--- config.mk ---
export PLATFORM = sky130hd
export DESIGN_NAME = tcp_fin_reply_header_builder_flat
export DESIGN_NICKNAME = d
export VERILOG_FILES = /design/src/rtl/tcpfin_pkg.sv /design/src/rtl/tcpfin_if.sv /design/src/rtl/tcpfin_accum.sv /design/src/rtl/tcpfin_csum.sv /design/src/rtl/tcp_fin_reply_header_builder.sv /design/src/flat_wrapper.sv
export SDC_FILE = /design/constraint.sdc
export NUM_CORES = 1
export LEC_CHECK = 0
export ABC_AREA = 1
export BUFFER_PORTS_ARGS = -buffer_cell sky130_fd_sc_hd__buf_2
export CORE_MARGIN = 2
export CORE_UTILIZATION = 55
export CTS_CLUSTER_DIAMETER = 200
export DETAILED_ROUTE_END_ITERATION = 8
export GPL_TIMING_DRIVEN = 1
export PLACE_DENSITY_LB_ADDON = 0.15
export RECOVER_POWER = 50
export SLEW_MARGIN = 20
export SYNTH_ARGS = -nofsm -noshare
export SYNTH_HDL_FRONTEND = slang
export SYNTH_HIERARCHICAL = 1
export SYNTH_SLANG_ARGS = --single-unit
--- constraint.sdc ---
create_clock -name clk -period 24.4 [get_ports clk]
set_clock_uncertainty 0.05 [all_clocks]
set_input_delay 2.44 -clock clk [delete_from_list [all_inputs] [get_ports clk]]
set_output_delay 2.44 -clock clk [all_outputs]
set_load 0.02 [all_outputs]
--- src/rtl/tcpfin_pkg.sv ---
// Shared constants, types and ones complement helpers for the FIN+ACK reply header builder.
package tcpfin_pkg;

	localparam int unsigned MAX_FRAME   = 1514;
	localparam int unsigned ETH_LEN     = 14;
	localparam int unsigned HDRS_LEN    = 40;
	localparam int unsigned TCP_HDR_LEN = 20;

	// largest payload byte count that still fits in MAX_FRAME
	localparam logic [15:0] CNT_LIMIT = 16'(MAX_FRAME - ETH_LEN - HDRS_LEN);

	localparam logic [15:0] IP_VER_IHL   = 16'h4500;
	localparam logic [15:0] IP_ID        = 16'd242;
	localparam logic [7:0]  IP_TTL       = 8'd111;
	localparam logic [7:0]  PROTO_TCP    = 8'd6;
	localparam logic [3:0]  TCP_DATA_OFF = 4'(TCP_HDR_LEN / 4);
	localparam logic [7:0]  FLAG_FIN_ACK = 8'h11;
	localparam int unsigned FLAG_PSH_POS = 3;

	localparam logic REQ_HEADER  = 1'b0;
	localparam logic REQ_PAYLOAD = 1'b1;

	typedef enum logic [1:0] {
		ST_OK      = 2'd0,
		ST_NOT_TCP = 2'd1,
		ST_TOO_BIG = 2'd2
	} status_t;

	// snapshot taken when the last payload byte arrives
	typedef struct packed {
		status_t     status;
		logic [15:0] count;
		logic [15:0] psum;
		logic [31:0] sip;
		logic [31:0] dip;
		logic [15:0] sport;
		logic [15:0] dport;
		logic [31:0] seq;
		logic [31:0] ack;
		logic        push;
	} snap_t;

	// partial checksum totals
	typedef struct packed {
		status_t     status;
		logic [15:0] tot;
		logic [31:0] sip;
		logic [31:0] dip;
		logic [15:0] sport;
		logic [15:0] dport;
		logic [31:0] seq;
		logic [31:0] ack;
		logic [7:0]  flags;
		logic [18:0] ip_raw;
		logic [19:0] tcp_a;
		logic [19:0] tcp_b;
	} part_t;

	// end-around carry add of two 16-bit words
	function automatic logic [15:0] ones_add(input logic [15:0] a, input logic [15:0] b);
		logic [16:0] s;
		s = {1'b0, a} + {1'b0, b};
		return s[15:0] + 16'(s[16]);
	endfunction

	// fold a 20-bit integer total to a 16-bit ones complement sum
	function automatic logic [15:0] fold20(input logic [19:0] x);
		logic [16:0] t;
		t = {1'b0, x[15:0]} + 17'(x[19:16]);
		return t[15:0] + 16'(t[16]);
	endfunction

endpackage

--- src/rtl/tcpfin_if.sv ---
// Valid/ready channel interfaces for ingress beats and reply results.
interface tcpfin_in_if;
	logic        valid;
	logic        ready;
	logic        req_type;
	logic [31:0] ingress_src_ip;
	logic [31:0] ingress_dst_ip;
	logic [15:0] ingress_src_port;
	logic [15:0] ingress_dst_port;
	logic [31:0] ingress_seq;
	logic [31:0] ingress_ack;
	logic        ingress_push;
	logic [15:0] ingress_payload_len;
	logic [7:0]  ingress_protocol;
	logic [7:0]  payload_byte;
	logic        last_byte;

	modport source (
		output valid, req_type, ingress_src_ip, ingress_dst_ip, ingress_src_port,
			ingress_dst_port, ingress_seq, ingress_ack, ingress_push,
			ingress_payload_len, ingress_protocol, payload_byte, last_byte,
		input  ready
	);
	modport sink (
		input  valid, req_type, ingress_src_ip, ingress_dst_ip, ingress_src_port,
			ingress_dst_port, ingress_seq, ingress_ack, ingress_push,
			ingress_payload_len, ingress_protocol, payload_byte, last_byte,
		output ready
	);
endinterface

interface tcpfin_out_if;
	logic        valid;
	logic        ready;
	logic [1:0]  status;
	logic [15:0] ip_total_len;
	logic [15:0] ip_checksum;
	logic [31:0] reply_src_ip;
	logic [31:0] reply_dst_ip;
	logic [15:0] reply_src_port;
	logic [15:0] reply_dst_port;
	logic [31:0] reply_seq;
	logic [31:0] reply_ack;
	logic [7:0]  tcp_flags;
	logic [15:0] tcp_checksum;

	modport source (
		output valid, status, ip_total_len, ip_checksum, reply_src_ip, reply_dst_ip,
			reply_src_port, reply_dst_port, reply_seq, reply_ack, tcp_flags,
			tcp_checksum,
		input  ready
	);
	modport sink (
		input  valid, status, ip_total_len, ip_checksum, reply_src_ip, reply_dst_ip,
			reply_src_port, reply_dst_port, reply_seq, reply_ack, tcp_flags,
			tcp_checksum,
		output ready
	);
endinterface

--- src/rtl/tcpfin_accum.sv ---
// Header latch, payload word accumulator and end-of-packet snapshot register.
module tcpfin_accum import tcpfin_pkg::*; (
	input  logic        clk,
	input  logic        arst_n,
	tcpfin_in_if.sink   seg,
	input  logic        snap_take,
	output logic        snap_valid,
	output snap_t       snap
);

	logic [31:0] src_ip_q, dst_ip_q, seq_q, ack_q;
	logic [15:0] src_port_q, dst_port_q, len_q;
	logic        push_q, not_tcp_q;
	logic [15:0] payload_sum_q, byte_count_q;
	logic [7:0]  odd_q;

	logic        v_s1;
	snap_t       snap_s1;
	snap_t       snap_next;

	logic        accept, hdr_beat, byte_beat, last_beat, even;
	logic [15:0] cnt_inc, word, sum_next;

	assign seg.ready = !v_s1 || snap_take;
	assign accept    = seg.valid && seg.ready;
	assign hdr_beat  = accept && (seg.req_type == REQ_HEADER);
	assign byte_beat = accept && (seg.req_type == REQ_PAYLOAD);
	assign last_beat = byte_beat && seg.last_byte;

	assign even    = !byte_count_q[0];
	assign cnt_inc = (byte_count_q == 16'hFFFF) ? byte_count_q : byte_count_q + 16'd1;
	// even count: this byte opens a word (zero-padded if it is the last one)
	assign word     = even ? {seg.payload_byte, 8'h00} : {odd_q, seg.payload_byte};
	assign sum_next = ones_add(payload_sum_q, word);

	always_comb begin
		snap_next.count = cnt_inc;
		snap_next.psum  = sum_next;
		snap_next.sip   = dst_ip_q;
		snap_next.dip   = src_ip_q;
		snap_next.sport = dst_port_q;
		snap_next.dport = src_port_q;
		snap_next.seq   = ack_q;
		snap_next.ack   = seq_q + {16'h0000, len_q};
		snap_next.push  = push_q;
		priority if (not_tcp_q) begin
			snap_next.status = ST_NOT_TCP;
		end else if (cnt_inc > CNT_LIMIT) begin
			snap_next.status = ST_TOO_BIG;
		end else begin
			snap_next.status = ST_OK;
		end
	end

	always_ff @(posedge clk or negedge arst_n) begin
		if (!arst_n) begin
			src_ip_q      <= '0;
			dst_ip_q      <= '0;
			seq_q         <= '0;
			ack_q         <= '0;
			src_port_q    <= '0;
			dst_port_q    <= '0;
			len_q         <= '0;
			push_q        <= 1'b0;
			not_tcp_q     <= 1'b0;
			payload_sum_q <= '0;
			byte_count_q  <= '0;
			odd_q         <= '0;
		end else if (hdr_beat) begin
			src_ip_q      <= seg.ingress_src_ip;
			dst_ip_q      <= seg.ingress_dst_ip;
			seq_q         <= seg.ingress_seq;
			ack_q         <= seg.ingress_ack;
			src_port_q    <= seg.ingress_src_port;
			dst_port_q    <= seg.ingress_dst_port;
			len_q         <= seg.ingress_payload_len;
			push_q        <= seg.ingress_push;
			not_tcp_q     <= (seg.ingress_protocol != PROTO_TCP);
			payload_sum_q <= '0;
			byte_count_q  <= '0;
			odd_q         <= '0;
		end else if (last_beat) begin
			payload_sum_q <= '0;
			byte_count_q  <= '0;
			odd_q         <= '0;
		end else if (byte_beat) begin
			byte_count_q <= cnt_inc;
			if (even) begin
				odd_q <= seg.payload_byte;
			end else begin
				payload_sum_q <= sum_next;
			end
		end
	end

	always_ff @(posedge clk or negedge arst_n) begin
		if (!arst_n) begin
			v_s1 <= 1'b0;
		end else begin
			v_s1 <= last_beat || (v_s1 && !snap_take);
		end
	end

	always_ff @(posedge clk) begin
		if (last_beat) begin
			snap_s1 <= snap_next;
		end
	end

	assign snap_valid = v_s1;
	assign snap       = snap_s1;

	a_last_clears: assert property (@(posedge clk) disable iff (!arst_n)
		last_beat |=> (byte_count_q == 16'h0000) && snap_valid)
		else $error("last byte did not clear the count or load the snapshot");

	a_hdr_clears: assert property (@(posedge clk) disable iff (!arst_n)
		hdr_beat |=> (byte_count_q == 16'h0000) && (payload_sum_q == 16'h0000))
		else $error("header beat did not clear the payload accumulators");

endmodule

--- src/rtl/tcpfin_csum.sv ---
// Two-stage checksum finish: partial totals, then fold, complement and output register.
module tcpfin_csum import tcpfin_pkg::*; (
	input  logic        clk,
	input  logic        arst_n,
	input  logic        snap_valid,
	input  snap_t       snap,
	output logic        snap_take,
	tcpfin_out_if.source reply
);

	logic        v_s2, v_q;
	part_t       part_s2, part_next;
	logic        load2, load3;
	logic [15:0] tot, tcp_len;
	logic [7:0]  flags;
	logic [19:0] tcp_raw;
	logic        ok;

	logic [1:0]  status_q;
	logic [15:0] tot_q, ip_ck_q, tcp_ck_q, sport_q, dport_q;
	logic [31:0] sip_q, dip_q, seq_q, ack_q;
	logic [7:0]  flags_q;

	assign load3     = v_s2 && (!v_q || reply.ready);
	assign load2     = snap_valid && (!v_s2 || load3);
	assign snap_take = load2;

	assign tot     = 16'(HDRS_LEN) + snap.count;
	assign tcp_len = 16'(TCP_HDR_LEN) + snap.count;
	assign flags   = FLAG_FIN_ACK | (8'(snap.push) << FLAG_PSH_POS);

	always_comb begin
		part_next.status = snap.status;
		part_next.tot    = tot;
		part_next.sip    = snap.sip;
		part_next.dip    = snap.dip;
		part_next.sport  = snap.sport;
		part_next.dport  = snap.dport;
		part_next.seq    = snap.seq;
		part_next.ack    = snap.ack;
		part_next.flags  = flags;
		part_next.ip_raw = 19'(IP_VER_IHL) + 19'(tot) + 19'(IP_ID) + 19'({IP_TTL, PROTO_TCP})
			+ 19'(snap.sip[31:16]) + 19'(snap.sip[15:0])
			+ 19'(snap.dip[31:16]) + 19'(snap.dip[15:0]);
		part_next.tcp_a  = 20'(snap.psum) + 20'(snap.sip[31:16]) + 20'(snap.sip[15:0])
			+ 20'(snap.dip[31:16]) + 20'(snap.dip[15:0]) + 20'(PROTO_TCP) + 20'(tcp_len);
		part_next.tcp_b  = 20'(snap.sport) + 20'(snap.dport)
			+ 20'(snap.seq[31:16]) + 20'(snap.seq[15:0])
			+ 20'(snap.ack[31:16]) + 20'(snap.ack[15:0])
			+ 20'({TCP_DATA_OFF, 4'h0, flags});
	end

	assign tcp_raw = part_s2.tcp_a + part_s2.tcp_b;
	assign ok      = (part_s2.status == ST_OK);

	always_ff @(posedge clk or negedge arst_n) begin
		if (!arst_n) begin
			v_s2 <= 1'b0;
			v_q  <= 1'b0;
		end else begin
			v_s2 <= load2 || (v_s2 && !load3);
			v_q  <= load3 || (v_q && !reply.ready);
		end
	end

	always_ff @(posedge clk) begin
		if (load2) begin
			part_s2 <= part_next;
		end
	end

	// a rejected frame carries its status and zero everywhere else
	always_ff @(posedge clk) begin
		if (load3) begin
			status_q <= part_s2.status;
			tot_q    <= ok ? part_s2.tot : '0;
			ip_ck_q  <= ok ? ~fold20({1'b0, part_s2.ip_raw}) : '0;
			tcp_ck_q <= ok ? ~fold20(tcp_raw) : '0;
			sip_q    <= ok ? part_s2.sip : '0;
			dip_q    <= ok ? part_s2.dip : '0;
			sport_q  <= ok ? part_s2.sport : '0;
			dport_q  <= ok ? part_s2.dport : '0;
			seq_q    <= ok ? part_s2.seq : '0;
			ack_q    <= ok ? part_s2.ack : '0;
			flags_q  <= ok ? part_s2.flags : '0;
		end
	end

	assign reply.valid          = v_q;
	assign reply.status         = status_q;
	assign reply.ip_total_len   = tot_q;
	assign reply.ip_checksum    = ip_ck_q;
	assign reply.reply_src_ip   = sip_q;
	assign reply.reply_dst_ip   = dip_q;
	assign reply.reply_src_port = sport_q;
	assign reply.reply_dst_port = dport_q;
	assign reply.reply_seq      = seq_q;
	assign reply.reply_ack      = ack_q;
	assign reply.tcp_flags      = flags_q;
	assign reply.tcp_checksum   = tcp_ck_q;

	a_s2_holds: assert property (@(posedge clk) disable iff (!arst_n)
		v_s2 && !load3 |=> v_s2)
		else $error("partial stage dropped a beat while stalled");

	a_ok_len: assert property (@(posedge clk) disable iff (!arst_n)
		reply.valid && (reply.status == ST_OK) |->
			(reply.ip_total_len <= 16'(MAX_FRAME - ETH_LEN)))
		else $error("ok result with a frame over the size limit");

	a_ok_flags: assert property (@(posedge clk) disable iff (!arst_n)
		reply.valid && (reply.status == ST_OK) |-> reply.tcp_flags[0] && reply.tcp_flags[4])
		else $error("ok result without FIN and ACK");

endmodule

--- src/rtl/tcp_fin_reply_header_builder.sv ---
// The accepted last byte loads the snapshot, then the partial totals, then the output register.
// Throughput: one beat per cycle, header or payload; results stall only the three-deep
// result path (snapshot, partial totals, output register), so input keeps flowing until full.
// Reset (arst_n low) clears the held header, payload sum, byte count and all stage valids.
module tcp_fin_reply_header_builder import tcpfin_pkg::*; (
	input  logic          clk,
	input  logic          arst_n,
	tcpfin_in_if.sink     seg,
	tcpfin_out_if.source  reply
);

	// snapshot handoff from the accumulator to the checksum finish
	logic  snap_valid;
	logic  snap_take;
	snap_t snap;

	// Accumulator: latches the ingress header on a header beat, pairs payload bytes
	// into big-endian words and sums them; on the last byte it pads an odd tail,
	// decides the status and registers a snapshot for the finish stages.
	tcpfin_accum u_accum (
		.clk        (clk),
		.arst_n     (arst_n),
		.seg        (seg),
		.snap_take  (snap_take),
		.snap_valid (snap_valid),
		.snap       (snap)
	);

	// Finish: one stage of partial integer totals for both checksums, then the
	// fold, complement and the output register that holds the result beat.
	tcpfin_csum u_csum (
		.clk        (clk),
		.arst_n     (arst_n),
		.snap_valid (snap_valid),
		.snap       (snap),
		.snap_take  (snap_take),
		.reply      (reply)
	);

endmodule
--- src/flat_wrapper.sv ---
// flat-port wrapper written by rule: the top's interface ports become plain ports
module tcp_fin_reply_header_builder_flat import tcpfin_pkg::*;
  (clk, arst_n, seg_valid, seg_req_type, seg_ingress_src_ip, seg_ingress_dst_ip, seg_ingress_src_port, seg_ingress_dst_port, seg_ingress_seq, seg_ingress_ack, seg_ingress_push, seg_ingress_payload_len, seg_ingress_protocol, seg_payload_byte, seg_last_byte, seg_ready, reply_valid, reply_status, reply_ip_total_len, reply_ip_checksum, reply_reply_src_ip, reply_reply_dst_ip, reply_reply_src_port, reply_reply_dst_port, reply_reply_seq, reply_reply_ack, reply_tcp_flags, reply_tcp_checksum, reply_ready);
  tcpfin_in_if seg_i ();
  tcpfin_out_if reply_i ();
  input  logic clk;
  input  logic arst_n;
  input wire logic [$bits(seg_i.valid)-1:0] seg_valid;
  input wire logic [$bits(seg_i.req_type)-1:0] seg_req_type;
  input wire logic [$bits(seg_i.ingress_src_ip)-1:0] seg_ingress_src_ip;
  input wire logic [$bits(seg_i.ingress_dst_ip)-1:0] seg_ingress_dst_ip;
  input wire logic [$bits(seg_i.ingress_src_port)-1:0] seg_ingress_src_port;
  input wire logic [$bits(seg_i.ingress_dst_port)-1:0] seg_ingress_dst_port;
  input wire logic [$bits(seg_i.ingress_seq)-1:0] seg_ingress_seq;
  input wire logic [$bits(seg_i.ingress_ack)-1:0] seg_ingress_ack;
  input wire logic [$bits(seg_i.ingress_push)-1:0] seg_ingress_push;
  input wire logic [$bits(seg_i.ingress_payload_len)-1:0] seg_ingress_payload_len;
  input wire logic [$bits(seg_i.ingress_protocol)-1:0] seg_ingress_protocol;
  input wire logic [$bits(seg_i.payload_byte)-1:0] seg_payload_byte;
  input wire logic [$bits(seg_i.last_byte)-1:0] seg_last_byte;
  output wire logic [$bits(seg_i.ready)-1:0] seg_ready;
  output wire logic [$bits(reply_i.valid)-1:0] reply_valid;
  output wire logic [$bits(reply_i.status)-1:0] reply_status;
  output wire logic [$bits(reply_i.ip_total_len)-1:0] reply_ip_total_len;
  output wire logic [$bits(reply_i.ip_checksum)-1:0] reply_ip_checksum;
  output wire logic [$bits(reply_i.reply_src_ip)-1:0] reply_reply_src_ip;
  output wire logic [$bits(reply_i.reply_dst_ip)-1:0] reply_reply_dst_ip;
  output wire logic [$bits(reply_i.reply_src_port)-1:0] reply_reply_src_port;
  output wire logic [$bits(reply_i.reply_dst_port)-1:0] reply_reply_dst_port;
  output wire logic [$bits(reply_i.reply_seq)-1:0] reply_reply_seq;
  output wire logic [$bits(reply_i.reply_ack)-1:0] reply_reply_ack;
  output wire logic [$bits(reply_i.tcp_flags)-1:0] reply_tcp_flags;
  output wire logic [$bits(reply_i.tcp_checksum)-1:0] reply_tcp_checksum;
  input wire logic [$bits(reply_i.ready)-1:0] reply_ready;
  assign seg_i.valid = seg_valid;
  assign seg_i.req_type = seg_req_type;
  assign seg_i.ingress_src_ip = seg_ingress_src_ip;
  assign seg_i.ingress_dst_ip = seg_ingress_dst_ip;
  assign seg_i.ingress_src_port = seg_ingress_src_port;
  assign seg_i.ingress_dst_port = seg_ingress_dst_port;
  assign seg_i.ingress_seq = seg_ingress_seq;
  assign seg_i.ingress_ack = seg_ingress_ack;
  assign seg_i.ingress_push = seg_ingress_push;
  assign seg_i.ingress_payload_len = seg_ingress_payload_len;
  assign seg_i.ingress_protocol = seg_ingress_protocol;
  assign seg_i.payload_byte = seg_payload_byte;
  assign seg_i.last_byte = seg_last_byte;
  assign seg_ready = seg_i.ready;
  assign reply_valid = reply_i.valid;
  assign reply_status = reply_i.status;
  assign reply_ip_total_len = reply_i.ip_total_len;
  assign reply_ip_checksum = reply_i.ip_checksum;
  assign reply_reply_src_ip = reply_i.reply_src_ip;
  assign reply_reply_dst_ip = reply_i.reply_dst_ip;
  assign reply_reply_src_port = reply_i.reply_src_port;
  assign reply_reply_dst_port = reply_i.reply_dst_port;
  assign reply_reply_seq = reply_i.reply_seq;
  assign reply_reply_ack = reply_i.reply_ack;
  assign reply_tcp_flags = reply_i.tcp_flags;
  assign reply_tcp_checksum = reply_i.tcp_checksum;
  assign reply_i.ready = reply_ready;
  tcp_fin_reply_header_builder u_core (.clk(clk), .arst_n(arst_n), .seg(seg_i), .reply(reply_i));
endmodule
==> results of run 1 <==
## metal layers
| layer | vias up | global-route usage, % |
|---|---|---|
| met3 | 147 | 3.721 |
| met2 | 740 | 39.95 |
| li1 | 13472 | - |
| met5 | - | 0 |
| met4 | 0 | 7.597 |
| met1 | 13298 | 36.15 |
## flip-flops by register name, summed over array words and instances, names as in the netlist, 2 cells and up
register / count
u_core/u_csum/reply.reply_ack: 32
u_core/u_accum/payload_sum_q: 16
u_core/u_csum/reply.reply_dst_port: 16
u_core/u_csum/reply.reply_src_ip: 32
u_core/u_csum/reply.status: 2
u_core/u_csum/reply.tcp_flags: 2
u_core/u_csum/reply.reply_dst_ip: 32
u_core/u_accum/dst_port_q: 16
u_core/u_accum/odd_q: 8
u_core/u_accum/dst_ip_q: 32
u_core/u_csum/reply.reply_src_port: 16
u_core/u_accum/snap: 195
u_core/u_accum/ack_q: 32
u_core/u_csum/part_s2: 236
u_core/u_csum/reply.reply_seq: 32
u_core/u_accum/byte_count_q: 16
u_core/u_accum/src_ip_q: 32
u_core/u_csum/reply.tcp_checksum: 16
u_core/u_csum/reply.ip_total_len: 16
u_core/u_csum/reply.ip_checksum: 16
u_core/u_accum/src_port_q: 16
u_core/u_accum/len_q: 16
u_core/u_accum/seq_q: 32
## metrics by stage
step	instance area, um^2	hold slack (ns)	util [%]	setup WS, ns
floorplan	42420	0.3503	-	1.694
global placement	45640	0.3503	59.90	18.01
detailed placement	45640	0.3565	59.90	18.06
CTS	48640	0.3702	63.83	18.05
global route	48550	0.3853	63.71	9.111
finish	48550	0.3708	63.72	11.30
## area by class of cell
| class | instances | area [um^2] | area share (%) |
|---|---|---|---|
| clock buffer | 125 | 2559 | 5.270 |
| multi-input combinational | 2323 | 14720 | 30.31 |
| timing repair buffer | 426 | 2170 | 4.468 |
| clock inverter | 45 | 436.7 | 0.8994 |
| tap | 1030 | 1289 | 2.654 |
| inverter | 675 | 2541 | 5.234 |
| sequential | 864 | 24840 | 51.16 |
| antenna | 1 | 2.502 | 0.005154 |
## synth_stat cells (4+ instances only)
library cell  number  area share, %
a21oi_1          116            1.4
a22o_1             6           0.12
and2_1             4          0.059
buf_2             19           0.22
buf_4              7           0.12
clkbuf_1          50           0.44
dfrtp_1          221             13
edfxtp_1         643             46
fa_1             174            8.2
ha_1             168            5.0
inv_1            665            5.9
inv_2              8          0.071
nand2_1         1013            9.0
nand2_2           31           0.46
nand2_4            5           0.13
nand3_1          132            1.6
nand3_2           11           0.26
nand4_1           30           0.44
nor2_1           310            2.7
nor2_2            18           0.27
nor2_4             9           0.24
nor3_1            29           0.34
o21ai_0           75           0.89
o21ai_1            5          0.059
o21ai_2            4          0.083
o21bai_1           8           0.14
o22ai_1           15           0.22
xnor2_1           20           0.41
xor2_1            99            2.0
## cell families (layout without fill, tap and decap cells)
family / count (synthesis) / after routing / share of synthesized area, %
other: 1 / 6 / 0.008843
adders and majority gates: 342 / 342 / 13.17
buffers and inverters: 751 / 1271 / 6.765
AOI/OAI and AO/OA: 249 / 249 / 3.251
DFF: 864 / 864 / 58.57
xor gates and xnor gates: 120 / 120 / 2.496
and+or+nand+nor: 1607 / 1607 / 15.74
## worst paths after layout
check	cells past startpoint	startpoint	slack, ns	end
max	2	arst_n	11.30	u_core/u_accum/dst_ip_q[3]
min	0	u_core/u_accum/snap[194]	0.37	u_core/u_csum/part_s2[244]
max reg2reg	3	u_core/u_csum/reply.valid	15.48	u_core/u_csum/reply.reply_seq[2]
min reg2reg	0	u_core/u_accum/snap[194]	0.37	u_core/u_csum/part_s2[244]
max in group clk	5	reply_ready	13.99	u_core/u_csum/reply.reply_seq[2]
min in group asynchronous	1	arst_n	3.61	u_core/u_accum/len_q[1]
## placed cells by master (no fill, tap or decap), drive strengths merged, types with 100 or more instances in the layout
cell type,n
nand2,1049
inv,675
edfxtp,643
buf,420
nor2,337
dfrtp,221
fa,174
ha,168
nand3,144
clkbuf,131
a21oi,118
xor2,100
## power by group through the flow
stage                     Clock (mW)  Sequential (mW)  Combinational, mW
after detailed placement           0             2.52               3.26
after floorplan                    0             2.70               2.26
after CTS                       1.40             2.50               3.29
final                           1.37             2.54               3.28
after global routing            1.46             2.59               3.71
after global placement             0             2.51               3.22
==> flow_summary.toml, run 1 <==
[floorplanning]
die-height_um = 281.7
dieWidth_um = 281.7
core_area_um2 = 76200
core.rowCount = 101
ios = 419
fp.dieArea_um2 = 79340
initial_utilization_pct = 55.65

[timing]
maxClockFrequency_mhz = 76.33
worstMarginPinSlew_ns = 9.164
hold_viol = 0
period_share_pct = 53.69
post-route-min-period_ns = 13.10
slew-limit-headroom_pct = -510.9
grt_setup_unrepaired = "no"
setup_total_negative_slack_ns = 0
maxSlewViolCount = 699
setup_violations = 0

[setup_path]
critical_path.startpoint_type = "input port"
critPathSlowestCell = "clkbuf_1"
timing_worst_setup_path_type = "input port to asynchronous set/reset pin"
cp.required_ns = 23.16
crit_path_max_fanout = 139
crit_top_cell = "clkbuf_1"
element_type_at_the_critical_path_end = "asynchronous set/reset pin"
cp_num_buf_inv = 2
cpPeakStageDelay_ns = 5.64
crit_family = "buffers and inverters"
cp_cell_sequence = "clkbuf_1, clkbuf_1"
crit_arrival_ns = 11.86

[detailed_routing]
top_layer = "met4"
routed_wl_um = 98580
post_drt_via_cell_ratio = 5.039
drtPass1Iterations = 5
met2_length_um = 46100
drt-initial-drc-count = 1911
met3_length_um = 5159
drtAntennaViolNets = 0
num_vias = 27657
met1Wirelength_um = 44520
wl_per_cell_um = 17.96
drc = 0

[clock_network]
clk_transition_reported_paths_ns = 0.06
post_cts.repair.setup_buffers = 0
numClockSinks = 864
cts-buffers-inserted = 90
clock_tree.htree_level_count = 3
clk-insertion-delay-late_ns = 0.63
cts_max_path_buffers = 3
ctsRootBufferMaster = "clkbuf_16"
cts_tree = "built"
post_cts_hold_buffer_count = 0
post_cts_resized = 0

[power_and_ir_drop]
pwr-share-clk_pct = 19.0
seq_power_share_pct = 35.4
static-leakage-power_nw = 22.69
net-switching-power_mw = 2.939
power_share_of_the_combinational_group_pct = 45.6
report.power.total_mw = 7.187
power_density_nw_per_um2 = 148.0
worst_ir_drop_vdd_mv = 0.1770
netSwitchingFraction_pct = 40.89
internal-power_mw = 4.248

[final_layout]
final_nets = 4921
final.fill_count = 6155
final_layout_size_suffix_gt1_share_pct = 14.58
layout-area-overhead-vs-synth_pct = 14.49
final_std_cells_w_o_fill = 5489

[outcome]
violations = "capacitance limit, slew limit"
run_status = "complete, but fails checks"

[synth]
number_of_enable_flip_flop_cells_after_synthesis = 643
synthArstFlopShare_pct = 25.58
synth.distinct_cells = 51
ys_ff_latch = 864
average_cell_area_after_synthesis_um2 = 10.78
yosys_warnings = 6
register_area_share_after_synthesis_pct = 58.57
yosys_most_used_dff = "edfxtp_1"
netlist_area_um2 = 42410
syn-instance-count = 3934

[placement]
finalWeightedCongestion = 0.8740
place_hpwl_um = 71500
numPortBuffers = 413
dpl.cell_count = 5318

[grt]
grt_start_max_net_pins = 194
grt_pass1_wl_um = 149500
antenna_found_initial = 1
globalRouteOverflowTotal = 0
first_global_vias = 26574
groute.usage.overall_pct = 25.12

[worst_hold_path]
worst_min_delay_path_category = "flip-flop to flip-flop"

[job]
timing.max_cap.violations = 7
(Power assumes the default switching activity.)
==> run 2: changes to the inputs <==
Settings changed: ABC_AREA 1 to 0.
Clock period 24.4 ns to 13.1 ns, I/O delays scaled along.
==> run 2 against run 1 <==
Net effect: the run still ends with capacitance limit, slew limit left; register-to-register slack worse by 9.1 ns; combinational power up 92%; total power grew 87%; global-route usage decreased by 0.58 points; flip-flop and latch count is the same; non-clock buffer count is 2 higher; first-iteration DRC count decreased by 3.1%; final cell count is 21% lower; clock-buffer cell count decreased by 9; largest power group unchanged.
==> flow_summary.toml, run 2 <==
[worst_hold_path]
worst_min_delay_path_category = "flip-flop to flip-flop"

[floorplanning]
ios = 419
core.rowCount = 100
dieWidth_um = 277.5
die-height_um = 277.5
initial_utilization_pct = 55.44
core_area_um2 = 74200
fp.dieArea_um2 = 77000

[synth]
biggest_area_consumer_among_synthesized_cells = "edfxtp_1"
top_cell_type_s_share_of_synthesized_area_pct = 46.94
synthArstFlopShare_pct = 25.58
number_of_enable_flip_flop_cells_after_synthesis = 643
register_area_share_after_synthesis_pct = 60.38
synthMostInstantiatedCell = "edfxtp_1"
average_cell_area_after_synthesis_um2 = 14.52
yosys_warnings = 6
netlist_area_um2 = 41140
yosys_most_used_dff = "edfxtp_1"
synth.distinct_cells = 102
synth_top_cells_by_count = "643 x edfxtp_1, 239 x inv_1, 221 x dfrtp_1"
ys_ff_latch = 864
syn-instance-count = 2834
synth.area.top_cells = "edfxtp_1 47%, dfrtp_1 13%, fa_1 8.5%, ha_1 5.1%, mux2_2 5.1%"

[detailed_routing]
post_drt_via_cell_ratio = 5.546
drtPass1Iterations = 6
drc = 0
num_vias = 23993
drt-initial-drc-count = 1852
routed_wl_um = 93590
drtAntennaViolNets = 0
wl_per_cell_um = 21.63

[clock_network]
clk_transition_reported_paths_ns = 0.06
cts-buffers-inserted = 88
post_cts.repair.setup_buffers = 0
numClockSinks = 864
post_cts_hold_buffer_count = 0
post_cts_resized = 0
cts_tree = "built"
ctsRootBufferMaster = "clkbuf_16"
clk-insertion-delay-late_ns = 0.65
cts_max_path_buffers = 3
clock_tree.htree_level_count = 3

[timing]
period_share_pct = 51.46
worstMarginPinSlew_ns = 5.318
slew-limit-headroom_pct = -254.5
hold_viol = 0
timing.hold.ws_ns = 0.3709
post-route-min-period_ns = 6.741
maxClockFrequency_mhz = 148.3
grt_setup_unrepaired = "no"
maxSlewViolCount = 375
setup_violations = 0
setup_total_negative_slack_ns = 0

[power_and_ir_drop]
worst_ir_drop_vdd_mv = 0.1959
power_density_nw_per_um2 = 285.8
static-leakage-power_nw = 18.58

[setup_path]
cpPeakStageDelay_ns = 0.41
crit_family = "simple AND/OR/NAND/NOR gates"
timing_worst_setup_path_type = "flip-flop to flip-flop"
crit_path_max_fanout = 5
crit_arrival_ns = 7.00
cp_num_buf_inv = 2
critical_path.startpoint_type = "flip-flop"
element_type_at_the_critical_path_end = "flip-flop"
cp.required_ns = 13.36
critPathSlowestCell = "or3b_4"

[final_layout]
leading_cell_type_in_the_layout_fill_and_taps_excluded = "edfxtp_1"
final_layout_size_suffix_gt1_share_pct = 17.60
registers.top_by_ff_count = "u_core/u_csum/part_s2"
max_reg_flops = 236
layout-area-overhead-vs-synth_pct = 14.10
final_cell_mix = "643 x edfxtp_1, 239 x clkbuf_1, 238 x inv_1, 221 x dfrtp_1, 197 x buf_2"
final_nets = 3822

[grt]
groute.usage.overall_pct = 24.54
grt_pass1_wl_um = 143600
first_global_vias = 24779
antenna_found_initial = 9
grt_start_max_net_pins = 153
globalRouteOverflowTotal = 0

[job]
timing.max_cap.violations = 7

[placement]
place_hpwl_um = 68410
numPortBuffers = 413
finalWeightedCongestion = 0.8619

[outcome]
violations = "capacitance limit, slew limit"
run_status = "complete, but fails checks"
==> run 2: cell families after synthesis <==
family	synth area share [%]
compound gates	5.767
mux	5.162
simple gates	8.547
other cells	0.009116
fa+ha+maj	13.58
buf+inv	2.947
xor+xnor	3.607
flops	60.38
==> run 2: power by group <==
group          total [mW]  leakage (nW)  switching [mW]  internal [mW]
registers            4.63          8.73           0.401           4.22
clock network        2.50          1.43            1.07           1.43
logic                6.29          8.42            3.87           2.42
==> run 2: through the flow <==
step	std cells	area [um^2]	worst slack (ns)	utilization (%)	total power [mW]
2_1_floorplan	2838	41160	1.339	-	9.129
4_1_cts	4322	47220	6.404	63.64	13.54
6_report	4326	46940	6.359	63.26	13.41
3_5_place_dp	4160	44310	6.426	59.71	10.98
5_1_grt	4326	46940	5.650	63.26	14.34
3_3_place_gp	4160	44310	6.745	59.71	10.84
==> run 2: final cells by class <==
type,count,area [um^2]
fill,5610,27260
sequential,864,24840
multi-input combinational,1660,15130
clock buffer,116,2410
timing repair buffer,428,1936
tap,969,1212
inverter,239,898.4
clock inverter,46,503.0
antenna,4,10.01
==> run 2: routing by layer <==
layer  GRT usage, %  vias up  wire [um]
met2          39.81      744      45220
li1               -    10988          -
met4          8.556        4       2730
met5              0        -         21
met3          5.104      161       6242
met1          33.14    12096      39370
==> run 2: worst paths after layout <==
kind / cells past startpoint / to / slack [ns] / start
min: 0 / u_core/u_csum/part_s2[244] / 0.37 / u_core/u_accum/snap[194]
max: 30 / u_core/u_csum/reply.tcp_checksum[15] / 6.36 / u_core/u_csum/part_s2[0]
max reg2reg: 30 / u_core/u_csum/reply.tcp_checksum[15] / 6.36 / u_core/u_csum/part_s2[0]
min reg2reg: 0 / u_core/u_csum/part_s2[244] / 0.37 / u_core/u_accum/snap[194]
min in group asynchronous: 1 / u_core/u_accum/len_q[12] / 2.52 / arst_n
max in group asynchronous: 1 / u_core/u_accum/dst_ip_q[17] / 7.44 / arst_n
